File: config.mk
export PLATFORM = sky130hd
export DESIGN_NAME = virtual_encoder_position_loop
export DESIGN_NICKNAME = d
export VERILOG_FILES = /design/src/rtl/core/vepl_pkg.sv /design/src/rtl/core/vepl_ram.sv /design/src/rtl/core/virtual_encoder_position_loop.sv
export SDC_FILE = /design/constraint.sdc
export NUM_CORES = 2
export LEC_CHECK = 0
export ABC_CLOCK_PERIOD_IN_PS = 18100
export BUFFER_PORTS_ARGS = -buffer_cell sky130_fd_sc_hd__buf_2
export CORE_ASPECT_RATIO = 0.9
export CORE_MARGIN = 1
export CORE_UTILIZATION = 45
export CTS_BUF_LIST = sky130_fd_sc_hd__clkbuf_4
export DETAILED_ROUTE_END_ITERATION = 8
export SYNTH_ARGS = -nofsm -noshare
export SYNTH_HDL_FRONTEND = slang
export SYNTH_SLANG_ARGS = --single-unit
File: constraint.sdc
create_clock -name clk -period 18.1 [get_ports clk]
set_input_delay 1.81 -clock clk [delete_from_list [all_inputs] [get_ports clk]]
set_output_delay 1.81 -clock clk [all_outputs]
set_load 0.05 [all_outputs]
File: src/rtl/core/vepl_pkg.sv
// Package for the virtual encoder position loop: field widths, stream packing
// offsets, configuration register indexes and the per-wheel state record.
// No dependencies.
`default_nettype none

package vepl_pkg;

	localparam int WHEELS     = 4;
	localparam int WHEEL_W    = 2;
	localparam int SPEED_W    = 16;
	localparam int ANGLE_W    = 13;
	localparam int DELTA_W    = 14;
	localparam int ERR_W      = 32;
	localparam int GAIN_W     = 16;
	localparam int LIMIT_W    = 15;
	localparam int DBAND_W    = 10;
	localparam int WRAP_BAND  = 3000;
	localparam int ENC_COUNTS = 1 << ANGLE_W;

	// input tdata: target_speed_0..3, now_angle_0..3, angle_delta_0..3
	localparam int NOW_LSB   = WHEELS * SPEED_W;
	localparam int DELTA_LSB = NOW_LSB + WHEELS * ANGLE_W;
	localparam int IN_BITS   = DELTA_LSB + WHEELS * DELTA_W;
	localparam int IN_W      = ((IN_BITS + 7) / 8) * 8;

	// output tdata: speed_cmd_0..3, correction_0..3
	localparam int CORR_LSB = WHEELS * SPEED_W;
	localparam int OUT_W    = 2 * WHEELS * SPEED_W;

	localparam int CFG_IDX_W  = 3;
	localparam int CFG_DATA_W = 16;

	localparam logic [CFG_IDX_W-1:0] REG_KP    = 3'd0;
	localparam logic [CFG_IDX_W-1:0] REG_KD    = 3'd1;
	localparam logic [CFG_IDX_W-1:0] REG_SCALE = 3'd2;
	localparam logic [CFG_IDX_W-1:0] REG_LIMIT = 3'd3;
	localparam logic [CFG_IDX_W-1:0] REG_DBAND = 3'd4;

	typedef struct packed {
		logic [ANGLE_W-1:0] vpos;
		logic [ERR_W-1:0]   pend;
		logic [ERR_W-1:0]   prev;
	} wheel_state_t;

	localparam int STATE_W = $bits(wheel_state_t);

endpackage

`default_nettype wire

File: src/rtl/core/vepl_ram.sv
// Generic single-port-write, single-port-read RAM with registered read data.
// No dependencies.
`default_nettype none

module vepl_ram #(
	parameter int WIDTH = 8,
	parameter int DEPTH = 4
) (
	input  wire logic                                      clk,
	input  wire logic                                      we,
	input  wire logic [((DEPTH > 1) ? $clog2(DEPTH) : 1)-1:0] waddr,
	input  wire logic [WIDTH-1:0]                          wdata,
	input  wire logic [((DEPTH > 1) ? $clog2(DEPTH) : 1)-1:0] raddr,
	output logic      [WIDTH-1:0]                          rdata
);

	logic [WIDTH-1:0] mem [DEPTH];

	always_ff @(posedge clk) begin
		if (we) begin
			mem[waddr] <= wdata;
		end
		rdata <= mem[raddr];
	end

endmodule

`default_nettype wire

File: src/rtl/core/virtual_encoder_position_loop.sv
// Virtual encoder position loop, four wheels, one shared multiplier.
// Depends on vepl_pkg and vepl_ram (per-wheel state memory).
//
//  port group     dir  payload (low bit first)
//  s_*  request   in   target_speed_0..3, now_angle_0..3, angle_delta_0..3
//  m_*  result    out  speed_cmd_0..3, correction_0..3
//  cfg_*          in   kp_gain, kd_gain, speed_scale, speed_limit, deadband
//
// A request is taken from the input stream, then each wheel runs a 10-step
// read-modify-write of its state entry through one 17x33 multiplier; the
// result then moves to the output register once that register is free.
// A new request is taken the cycle after the result moves to the output
// register, even if that result is still waiting on m_tready.
// Reset clears configuration to defaults and the state entries to zero
// through per-entry valid bits; no clearing pass.
`default_nettype none

module virtual_encoder_position_loop (
	input  wire logic                            clk,
	input  wire logic                            arst_n,
	input  wire logic                            s_tvalid,
	output logic                                 s_tready,
	// target_speed_0..3, now_angle_0..3, angle_delta_0..3, zero pad
	input  wire logic [vepl_pkg::IN_W-1:0]       s_tdata,
	output logic                                 m_tvalid,
	input  wire logic                            m_tready,
	// speed_cmd_0..3, correction_0..3
	output logic      [vepl_pkg::OUT_W-1:0]      m_tdata,
	input  wire logic                            cfg_we,
	input  wire logic [vepl_pkg::CFG_IDX_W-1:0]  cfg_index,
	input  wire logic [vepl_pkg::CFG_DATA_W-1:0] cfg_data
);

	import vepl_pkg::*;

	localparam logic [3:0] ST_IDLE = 4'd0;
	localparam logic [3:0] ST_RD   = 4'd1;
	localparam logic [3:0] ST_A    = 4'd2;
	localparam logic [3:0] ST_B    = 4'd3;
	localparam logic [3:0] ST_C    = 4'd4;
	localparam logic [3:0] ST_D    = 4'd5;
	localparam logic [3:0] ST_E    = 4'd6;
	localparam logic [3:0] ST_F    = 4'd7;
	localparam logic [3:0] ST_G    = 4'd8;
	localparam logic [3:0] ST_H    = 4'd9;
	localparam logic [3:0] ST_I    = 4'd10;
	localparam logic [3:0] ST_DONE = 4'd11;

	localparam logic signed [14:0] BAND_POS = 15'(WRAP_BAND);
	localparam logic signed [14:0] BAND_NEG = -BAND_POS;
	localparam logic signed [14:0] ENC15    = 15'(ENC_COUNTS);
	localparam logic [WHEEL_W-1:0] LAST_W   = WHEEL_W'(WHEELS - 1);

	// configuration
	logic [GAIN_W-1:0]  kp_q, kd_q, scale_q;
	logic [LIMIT_W-1:0] limit_q;
	logic [DBAND_W-1:0] dband_q;

	// control
	logic [3:0]         state_q;
	logic [WHEEL_W-1:0] w_q;
	logic [WHEELS-1:0]  valid_q;
	logic [1:0]         zflag_q;
	logic               load_q;
	logic               rvld_q;

	// datapath
	logic [IN_W-1:0]          in_q;
	logic [OUT_W-1:0]         res_q;
	logic signed [49:0]       mul_q;
	logic signed [16:0]       mul_a;
	logic signed [32:0]       mul_b;
	logic signed [16:0]       step_q;
	logic [ANGLE_W-1:0]       vpn_q;
	logic [ERR_W-1:0]         err1_q, err_q, prev_q;
	logic signed [14:0]       diff_q;
	logic signed [32:0]       ed_q;
	logic signed [49:0]       acc_q;
	logic signed [50:0]       num_q;
	logic signed [42:0]       raw_q;
	logic signed [15:0]       clamp_q;

	wheel_state_t ram_rd, ram_wr;
	logic         ram_we;

	vepl_ram #(
		.WIDTH(STATE_W),
		.DEPTH(WHEELS)
	) u_state_ram (
		.clk  (clk),
		.we   (ram_we),
		.waddr(w_q),
		.wdata(ram_wr),
		.raddr(w_q),
		.rdata(ram_rd)
	);

	// fields of the current wheel
	logic signed [SPEED_W-1:0] spd_w;
	logic [ANGLE_W-1:0]        now_w;
	logic signed [DELTA_W-1:0] delta_w;

	assign spd_w   = $signed(in_q[SPEED_W * w_q +: SPEED_W]);
	assign now_w   = in_q[NOW_LSB + ANGLE_W * w_q +: ANGLE_W];
	assign delta_w = $signed(in_q[DELTA_LSB + DELTA_W * w_q +: DELTA_W]);

	assign s_tready = (state_q == ST_IDLE);

	// step A: counts per tick, truncated toward zero
	logic signed [32:0]  sp_prod, sp_adj;
	logic signed [16:0]  step_w;
	logic [ANGLE_W-1:0]  base_w;
	logic [ERR_W-1:0]    pend_w;

	assign sp_prod = mul_q[32:0];
	assign sp_adj  = sp_prod + $signed({17'd0, {16{sp_prod[32]}}});
	assign step_w  = sp_adj[32:16];
	assign base_w  = load_q ? now_w : (rvld_q ? ram_rd.vpos : '0);
	assign pend_w  = rvld_q ? ram_rd.pend : '0;

	// step B: virtual minus real, folded into the wrap band
	logic [ANGLE_W-1:0]  real_w;
	logic signed [14:0]  dd_w;

	assign real_w = now_w + err1_q[ANGLE_W-1:0];
	assign dd_w   = $signed({2'b00, vpn_q}) - $signed({2'b00, real_w});

	// step G: divide by 256 toward zero
	logic signed [50:0] num_adj;
	assign num_adj = num_q + $signed({43'd0, {8{num_q[50]}}});

	// step H: clamp
	logic signed [42:0] lim43;
	logic signed [15:0] lim16;
	assign lim43 = $signed({28'd0, limit_q});
	assign lim16 = $signed({1'b0, limit_q});

	// step I: deadband and command saturation
	logic signed [16:0] c17, db17, cmd17;
	logic signed [15:0] corr_w, cmd_w;
	assign c17    = {clamp_q[15], clamp_q};
	assign db17   = $signed({7'd0, dband_q});
	assign corr_w = (c17 < db17 && c17 > -db17) ? 16'sd0 : clamp_q;
	assign cmd17  = {corr_w[15], corr_w} + {spd_w[15], spd_w};
	always_comb begin
		if (cmd17 > 17'sd32767) begin
			cmd_w = 16'sh7FFF;
		end else if (cmd17 < -17'sd32768) begin
			cmd_w = 16'sh8000;
		end else begin
			cmd_w = cmd17[15:0];
		end
	end

	// shared multiplier operands
	always_comb begin
		unique case (state_q)
			ST_RD: begin
				mul_a = $signed({1'b0, scale_q});
				mul_b = {{17{spd_w[15]}}, spd_w};
			end
			ST_D: begin
				mul_a = $signed({1'b0, kp_q});
				mul_b = $signed({err_q[31], err_q});
			end
			ST_E: begin
				mul_a = $signed({1'b0, kd_q});
				mul_b = ed_q;
			end
			default: begin
				mul_a = '0;
				mul_b = '0;
			end
		endcase
	end

	assign ram_we      = (state_q == ST_D);
	assign ram_wr.vpos = vpn_q;
	assign ram_wr.pend = err_q + {{15{step_q[16]}}, step_q};
	assign ram_wr.prev = err_q;

	// configuration registers
	always_ff @(posedge clk or negedge arst_n) begin
		if (!arst_n) begin
			kp_q    <= 16'd256;
			kd_q    <= 16'd0;
			scale_q <= 16'd273;
			limit_q <= 15'd8000;
			dband_q <= 10'd70;
		end else if (cfg_we) begin
			unique case (cfg_index)
				REG_KP:    kp_q    <= cfg_data[GAIN_W-1:0];
				REG_KD:    kd_q    <= cfg_data[GAIN_W-1:0];
				REG_SCALE: scale_q <= cfg_data[GAIN_W-1:0];
				REG_LIMIT: limit_q <= cfg_data[LIMIT_W-1:0];
				REG_DBAND: dband_q <= cfg_data[DBAND_W-1:0];
				default: ;
			endcase
		end
	end

	// sequencer and control state
	always_ff @(posedge clk or negedge arst_n) begin
		if (!arst_n) begin
			state_q  <= ST_IDLE;
			w_q      <= '0;
			valid_q  <= '0;
			zflag_q  <= 2'b11;
			load_q   <= 1'b0;
			rvld_q   <= 1'b0;
			m_tvalid <= 1'b0;
		end else begin
			rvld_q <= valid_q[w_q];
			// output register refills in the same cycle the old result leaves
			if (state_q == ST_DONE && (!m_tvalid || m_tready)) begin
				m_tvalid <= 1'b1;
			end else if (m_tready) begin
				m_tvalid <= 1'b0;
			end
			unique case (state_q)
				ST_IDLE: begin
					if (s_tvalid) begin
						load_q  <= &zflag_q;
						w_q     <= '0;
						state_q <= ST_RD;
					end
				end
				ST_RD: state_q <= ST_A;
				ST_A:  state_q <= ST_B;
				ST_B:  state_q <= ST_C;
				ST_C:  state_q <= ST_D;
				ST_D: begin
					valid_q[w_q] <= 1'b1;
					if (w_q[WHEEL_W-1:1] == '0) begin
						zflag_q[w_q[0]] <= (vpn_q == '0);
					end
					state_q <= ST_E;
				end
				ST_E: state_q <= ST_F;
				ST_F: state_q <= ST_G;
				ST_G: state_q <= ST_H;
				ST_H: state_q <= ST_I;
				ST_I: begin
					if (w_q == LAST_W) begin
						state_q <= ST_DONE;
					end else begin
						w_q     <= w_q + 1'b1;
						state_q <= ST_RD;
					end
				end
				ST_DONE: begin
					if (!m_tvalid || m_tready) begin
						state_q <= ST_IDLE;
					end
				end
				default: state_q <= ST_IDLE;
			endcase
		end
	end

	// datapath registers
	always_ff @(posedge clk) begin
		mul_q <= mul_a * mul_b;
		if (state_q == ST_IDLE && s_tvalid) begin
			in_q <= s_tdata;
		end
		if (state_q == ST_A) begin
			step_q <= step_w;
			vpn_q  <= base_w + step_w[ANGLE_W-1:0];
			err1_q <= pend_w - {{(ERR_W-DELTA_W){delta_w[DELTA_W-1]}}, delta_w};
			prev_q <= rvld_q ? ram_rd.prev : '0;
		end
		if (state_q == ST_B) begin
			if (dd_w < BAND_NEG) begin
				diff_q <= dd_w + ENC15;
			end else if (dd_w > BAND_POS) begin
				diff_q <= dd_w - ENC15;
			end else begin
				diff_q <= dd_w;
			end
		end
		if (state_q == ST_C) begin
			err_q <= err1_q + {{(ERR_W-15){diff_q[14]}}, diff_q};
		end
		if (state_q == ST_D) begin
			ed_q <= $signed({err_q[31], err_q}) - $signed({prev_q[31], prev_q});
		end
		if (state_q == ST_E) begin
			acc_q <= mul_q;
		end
		if (state_q == ST_F) begin
			num_q <= {acc_q[49], acc_q} - {mul_q[49], mul_q};
		end
		if (state_q == ST_G) begin
			raw_q <= num_adj[50:8];
		end
		if (state_q == ST_H) begin
			if (raw_q > lim43) begin
				clamp_q <= lim16;
			end else if (raw_q < -lim43) begin
				clamp_q <= -lim16;
			end else begin
				clamp_q <= raw_q[15:0];
			end
		end
		if (state_q == ST_I) begin
			res_q[SPEED_W * w_q +: SPEED_W]            <= cmd_w;
			res_q[CORR_LSB + SPEED_W * w_q +: SPEED_W] <= corr_w;
		end
		if (state_q == ST_DONE && (!m_tvalid || m_tready)) begin
			m_tdata <= res_q;
		end
	end

endmodule

`default_nettype wire

==> impl_metrics.csv <==
group,metric,value,unit
status,run_status,"finished clean",
critical_path,path_max_fanout,61,
yosys,synth_sequential_area_ratio,47.81,%
pwr,power.density,147.9,mW/mm^2
placed_design,gpl.final_weighted_congestion,0.8978,
pwr,cell_internal_pwr,7604,uW
timing,report.final.hold_viol_count,0,
global_route,vias_in_the_first_global_route,52230,
hold_path,min_path_type,"input port to async pin",
cts,hold_buffers,0,
cts,clock_path_buffers,4,
yosys,ys_seq_elements,1285,
route,detailroute.wirelength.met3,11.11,mm
floorplan,chipWidth,438.5,um
flow_run,cap_viol_max_count,0,
timing,maxClockFrequency,99.42,MHz
route,wl_met1,86.22,mm
cts,clkTransAtPathRegs,0.07,ns
timing,unrepaired_setup_endpoints_after_global_routing,"false",
final_layout,nets,8061,
placed_design,place.detailed.hpwl,144.1,mm
yosys,fraction_of_the_mapped_netlist_area_in_compound_gates,8.871,%
route,route.vias.total,50690,
cts,clock_tree.root_cell,"sky130_fd_sc_hd__clkbuf_4",
critical_path,criticalPathCategory,"flip-flop to flip-flop",
cts,clk_latency,1.35,ns
route,wl_met2,91.38,mm
final_layout,areaGrowthSynthToFinish,11.38,%
yosys,yosys.area_share.adder,20.86,%
floorplan,floorplan.initialDensity,45.50,%
critical_path,worst_path_most_repeated_cell,"sky130_fd_sc_hd__fa_1",
timing,relSlewSlack,11.99,%
pwr,p_leak,0.03463,uW
timing,slew_at_the_pin_with_the_worst_max_slew_slack,1.315,ns
cts,cts_setup_buffers,0,
critical_path,worst_ep_arrival_time,11.18,ns
route,drcViolationCount,0,
floorplan,core-area,0.1696,mm^2
global_route,grt_antenna_before_repair,11,
yosys,synth_xor_xnor_area_share,3.598,%
pwr,sw_frac_of_total,40.19,%
critical_path,timing.critical_path.max_delay_family,"adder cells",
global_route,globalRouteOverflowTotal,0,
global_route,grtUsageTotal,22.81,%
yosys,synth.area.mux_share,4.738,%
final_layout,postLayoutCoreUtil,50.67,%
route,drt_iter0_markers,3654,
route,drt_first_pass_iters,6,
floorplan,fp.dieH,394.9,um
cts,level_count_of_the_clock_h_tree,5,
yosys,yosysWarningCount,0,
pwr,irDropWorstVdd,0.08512,mV
global_route,pin_count_of_the_biggest_net_entering_global_routing,81,
route,viasPerCell,5.390,
critical_path,cp_data_required_time,19.22,ns
cts,cts_buffers,350,
pwr,pwr-share-seq,33.9,%
critical_path,worst_path_max_delay_cell,"sky130_fd_sc_hd__buf_4",
cts,cts_num_sinks,1285,
route,wl_per_cell,20.69,um
yosys,netlist-cell-type-count,103,
yosys,dominantRegCellSynth,"sky130_fd_sc_hd__edfxtp_1",
route,ant_nets,0,
floorplan,num_io_pins,330,
pwr,p_sw,5109,uW
cts,cts-resized-gates,0,
critical_path,cp_num_buf_inv,8,
yosys,synthSimpleGateAreaFrac,9.263,%
route,postRouteWirelength,194.6,mm
global_route,wire_length_of_the_first_global_routing_pass,302.7,mm
yosys,syn_avg_cell_area,12.17,um^2
yosys,synth-edff-count,1070,
critical_path,worstSetupEndpointType,"flip-flop",
yosys,synthesis.nets,7515,
critical_path,worst_path_largest_cell_delay,0.74,ns
pwr,combinational_power_share,45.5,%
timing,final-setup-viol-count,0,
floorplan,rows,143,
yosys,netlist_area_before_placement,0.07717,mm^2
pwr,pwr-share-clk,20.6,%
placed_design,buffer_ports.inserted,325,
yosys,postSynth.asyncResetShare,6.848,%
timing,totalNegativeSetupSlack,0,ns
timing,min_period,10.06,ns
floorplan,design.die.area,0.1732,mm^2
yosys,netlist_instances,6339,
timing,fin_skew,0.1723,ns
timing,period_share,55.57,%
route,top_signal_layer_used,"met5",
cts,cts_tree,"yes",
critical_path,critical_path.startpoint_type,"flip-flop",
yosys,combinational_family_with_the_most_area_after_synthesis,"adder cells",
timing,timing_max_transition_violations_final,0,
final_layout,layout-drive-gt1-share,17.12,%
registers in the layout, indices dropped and copies added, names as in the netlist, 17 cells and up:
register	flops
err1_q	32
mul_q	50
res_q	128
prev_q	32
num_q	51
in_q	172
step_q	17
err_q	32
ed_q	33
u_state_ram.mem	308
m_tdata	128
u_state_ram.rdata	77
raw_q	43
acc_q	50
worst register-to-register path, delay by kind of cell, from the launching register on:
family | cells | cell delay, ns
compound gates | 8 | 2.42
xor+xnor | 1 | 0.18
fa+ha+maj | 7 | 3.48
buf+inv | 8 | 2.00
flops | 1 | 0.51
simple gates | 6 | 1.27
per-layer routing:
metal / up-vias / track usage [%]
met1: 25240 / 30.94
met4: 2 / 8.136
met3: 360 / 3.796
li1: 23570 / -
met2: 1524 / 36.94
met5: - / 0
per-stage QoR:
stage | area (um^2) | hold slack (ns) | total power [uW] | std cells | setup WS, ns
after global routing | 85950 | 0.2228 | 13680 | 9406 | 7.471
final | 85950 | 0.3560 | 12710 | 9406 | 8.041
after detailed placement | 81450 | 0.4045 | 10150 | 8780 | 8.265
after floorplan | 77170 | 0.4003 | 8567 | 6339 | 6.830
after global placement | 81450 | 0.4008 | 10040 | 8780 | 8.403
after CTS | 85910 | 0.2308 | 12820 | 9392 | 8.114
area by class of cell:
class,instances,area [um^2]
Inverter,796,2988
Clock inverter,80,471.7
Antenna cell,14,35.03
Sequential cell,1285,36900
Tap cell,2247,2811
Timing Repair Buffer,388,2102
Clock buffer,532,3994
Fill cell,15040,83670
Multi-Input combinational cell,4064,36640
power groups by stage:
stage          sequential (uW)  clock (uW)  combinational [uW]
3_3_place_gp              4360           0                5680
5_1_grt                   4360        2850                6470
2_1_floorplan             4310           0                4250
3_5_place_dp              4380           0                5770
4_1_cts                   4320        2700                5810
6_report                  4310        2620                5780
synth_stat cells (all sizes together) (23+ instances only):
cell / count / area share, %
nand2: 575 / 2.8
xnor2: 226 / 2.6
buf: 34 / 0.21
a221oi: 27 / 0.31
o21a: 44 / 0.43
fa: 512 / 13
ha: 464 / 7.5
nor2: 482 / 2.3
a221o: 49 / 0.64
dfxtp: 127 / 3.3
nand4: 47 / 0.38
edfxtp: 1070 / 42
nand3: 77 / 0.52
o2bb2ai: 23 / 0.26
a22oi: 25 / 0.24
xor2: 91 / 1.0
clkbuf: 160 / 0.78
o21bai: 35 / 0.34
inv: 795 / 3.9
nand2b: 43 / 0.35
dfrtp: 73 / 2.4
a21oi: 251 / 1.7
a21o: 135 / 1.3
mux2: 64 / 0.93
o21ai: 160 / 1.0
nor4: 25 / 0.23
nor2b: 38 / 0.31
a31oi: 30 / 0.24
mux4: 121 / 3.5
nor3: 79 / 0.54
and2: 105 / 0.85
kinds of logic (layout without fill, tap and decap cells):
group / count (synthesis) / in the layout
AOI/OAI and AO/OA: 989 / 989
xor gates and xnor gates: 317 / 317
adders and majority gates: 980 / 980
buffers and inverters: 990 / 1796
DFF: 1285 / 1285
muxes: 206 / 206
other: 0 / 14
and+or+nand+nor: 1572 / 1572
final timing paths:
path                       startpoint     endpoint  slack, ns  cells after the start
max                        state_q[3]    mul_q[41]       8.04                     30
min                            arst_n       rvld_q       0.36                      1
max reg2reg                state_q[3]    mul_q[41]       8.04                     30
min reg2reg                 res_q[74]  m_tdata[74]       0.37                      0
max in group asynchronous      arst_n     kd_q[15]      16.25                      2
min in group clk            res_q[74]  m_tdata[74]       0.37                      0
layout by cell type, fill, tap and decap left out, types with 69 or more instances in the layout:
master	synthesis	routed
sky130_fd_sc_hd__a21oi_1	248	247
sky130_fd_sc_hd__buf_2	21	324
sky130_fd_sc_hd__nand2_1	575	573
sky130_fd_sc_hd__inv_1	795	795
sky130_fd_sc_hd__nor3_1	76	69
sky130_fd_sc_hd__fa_1	512	512
sky130_fd_sc_hd__ha_1	464	464
sky130_fd_sc_hd__nor2_1	482	479
sky130_fd_sc_hd__clkbuf_4	0	532
sky130_fd_sc_hd__edfxtp_1	1070	1070
sky130_fd_sc_hd__xor2_1	91	91
sky130_fd_sc_hd__nand3_1	74	74
sky130_fd_sc_hd__xnor2_1	226	225
sky130_fd_sc_hd__o21ai_0	152	152
sky130_fd_sc_hd__and2_1	101	96
sky130_fd_sc_hd__dfrtp_1	73	70
sky130_fd_sc_hd__a21o_1	135	135
sky130_fd_sc_hd__dfxtp_1	127	127
sky130_fd_sc_hd__mux4_2	121	121
Note: power is estimated with default switching activity, not from simulation.
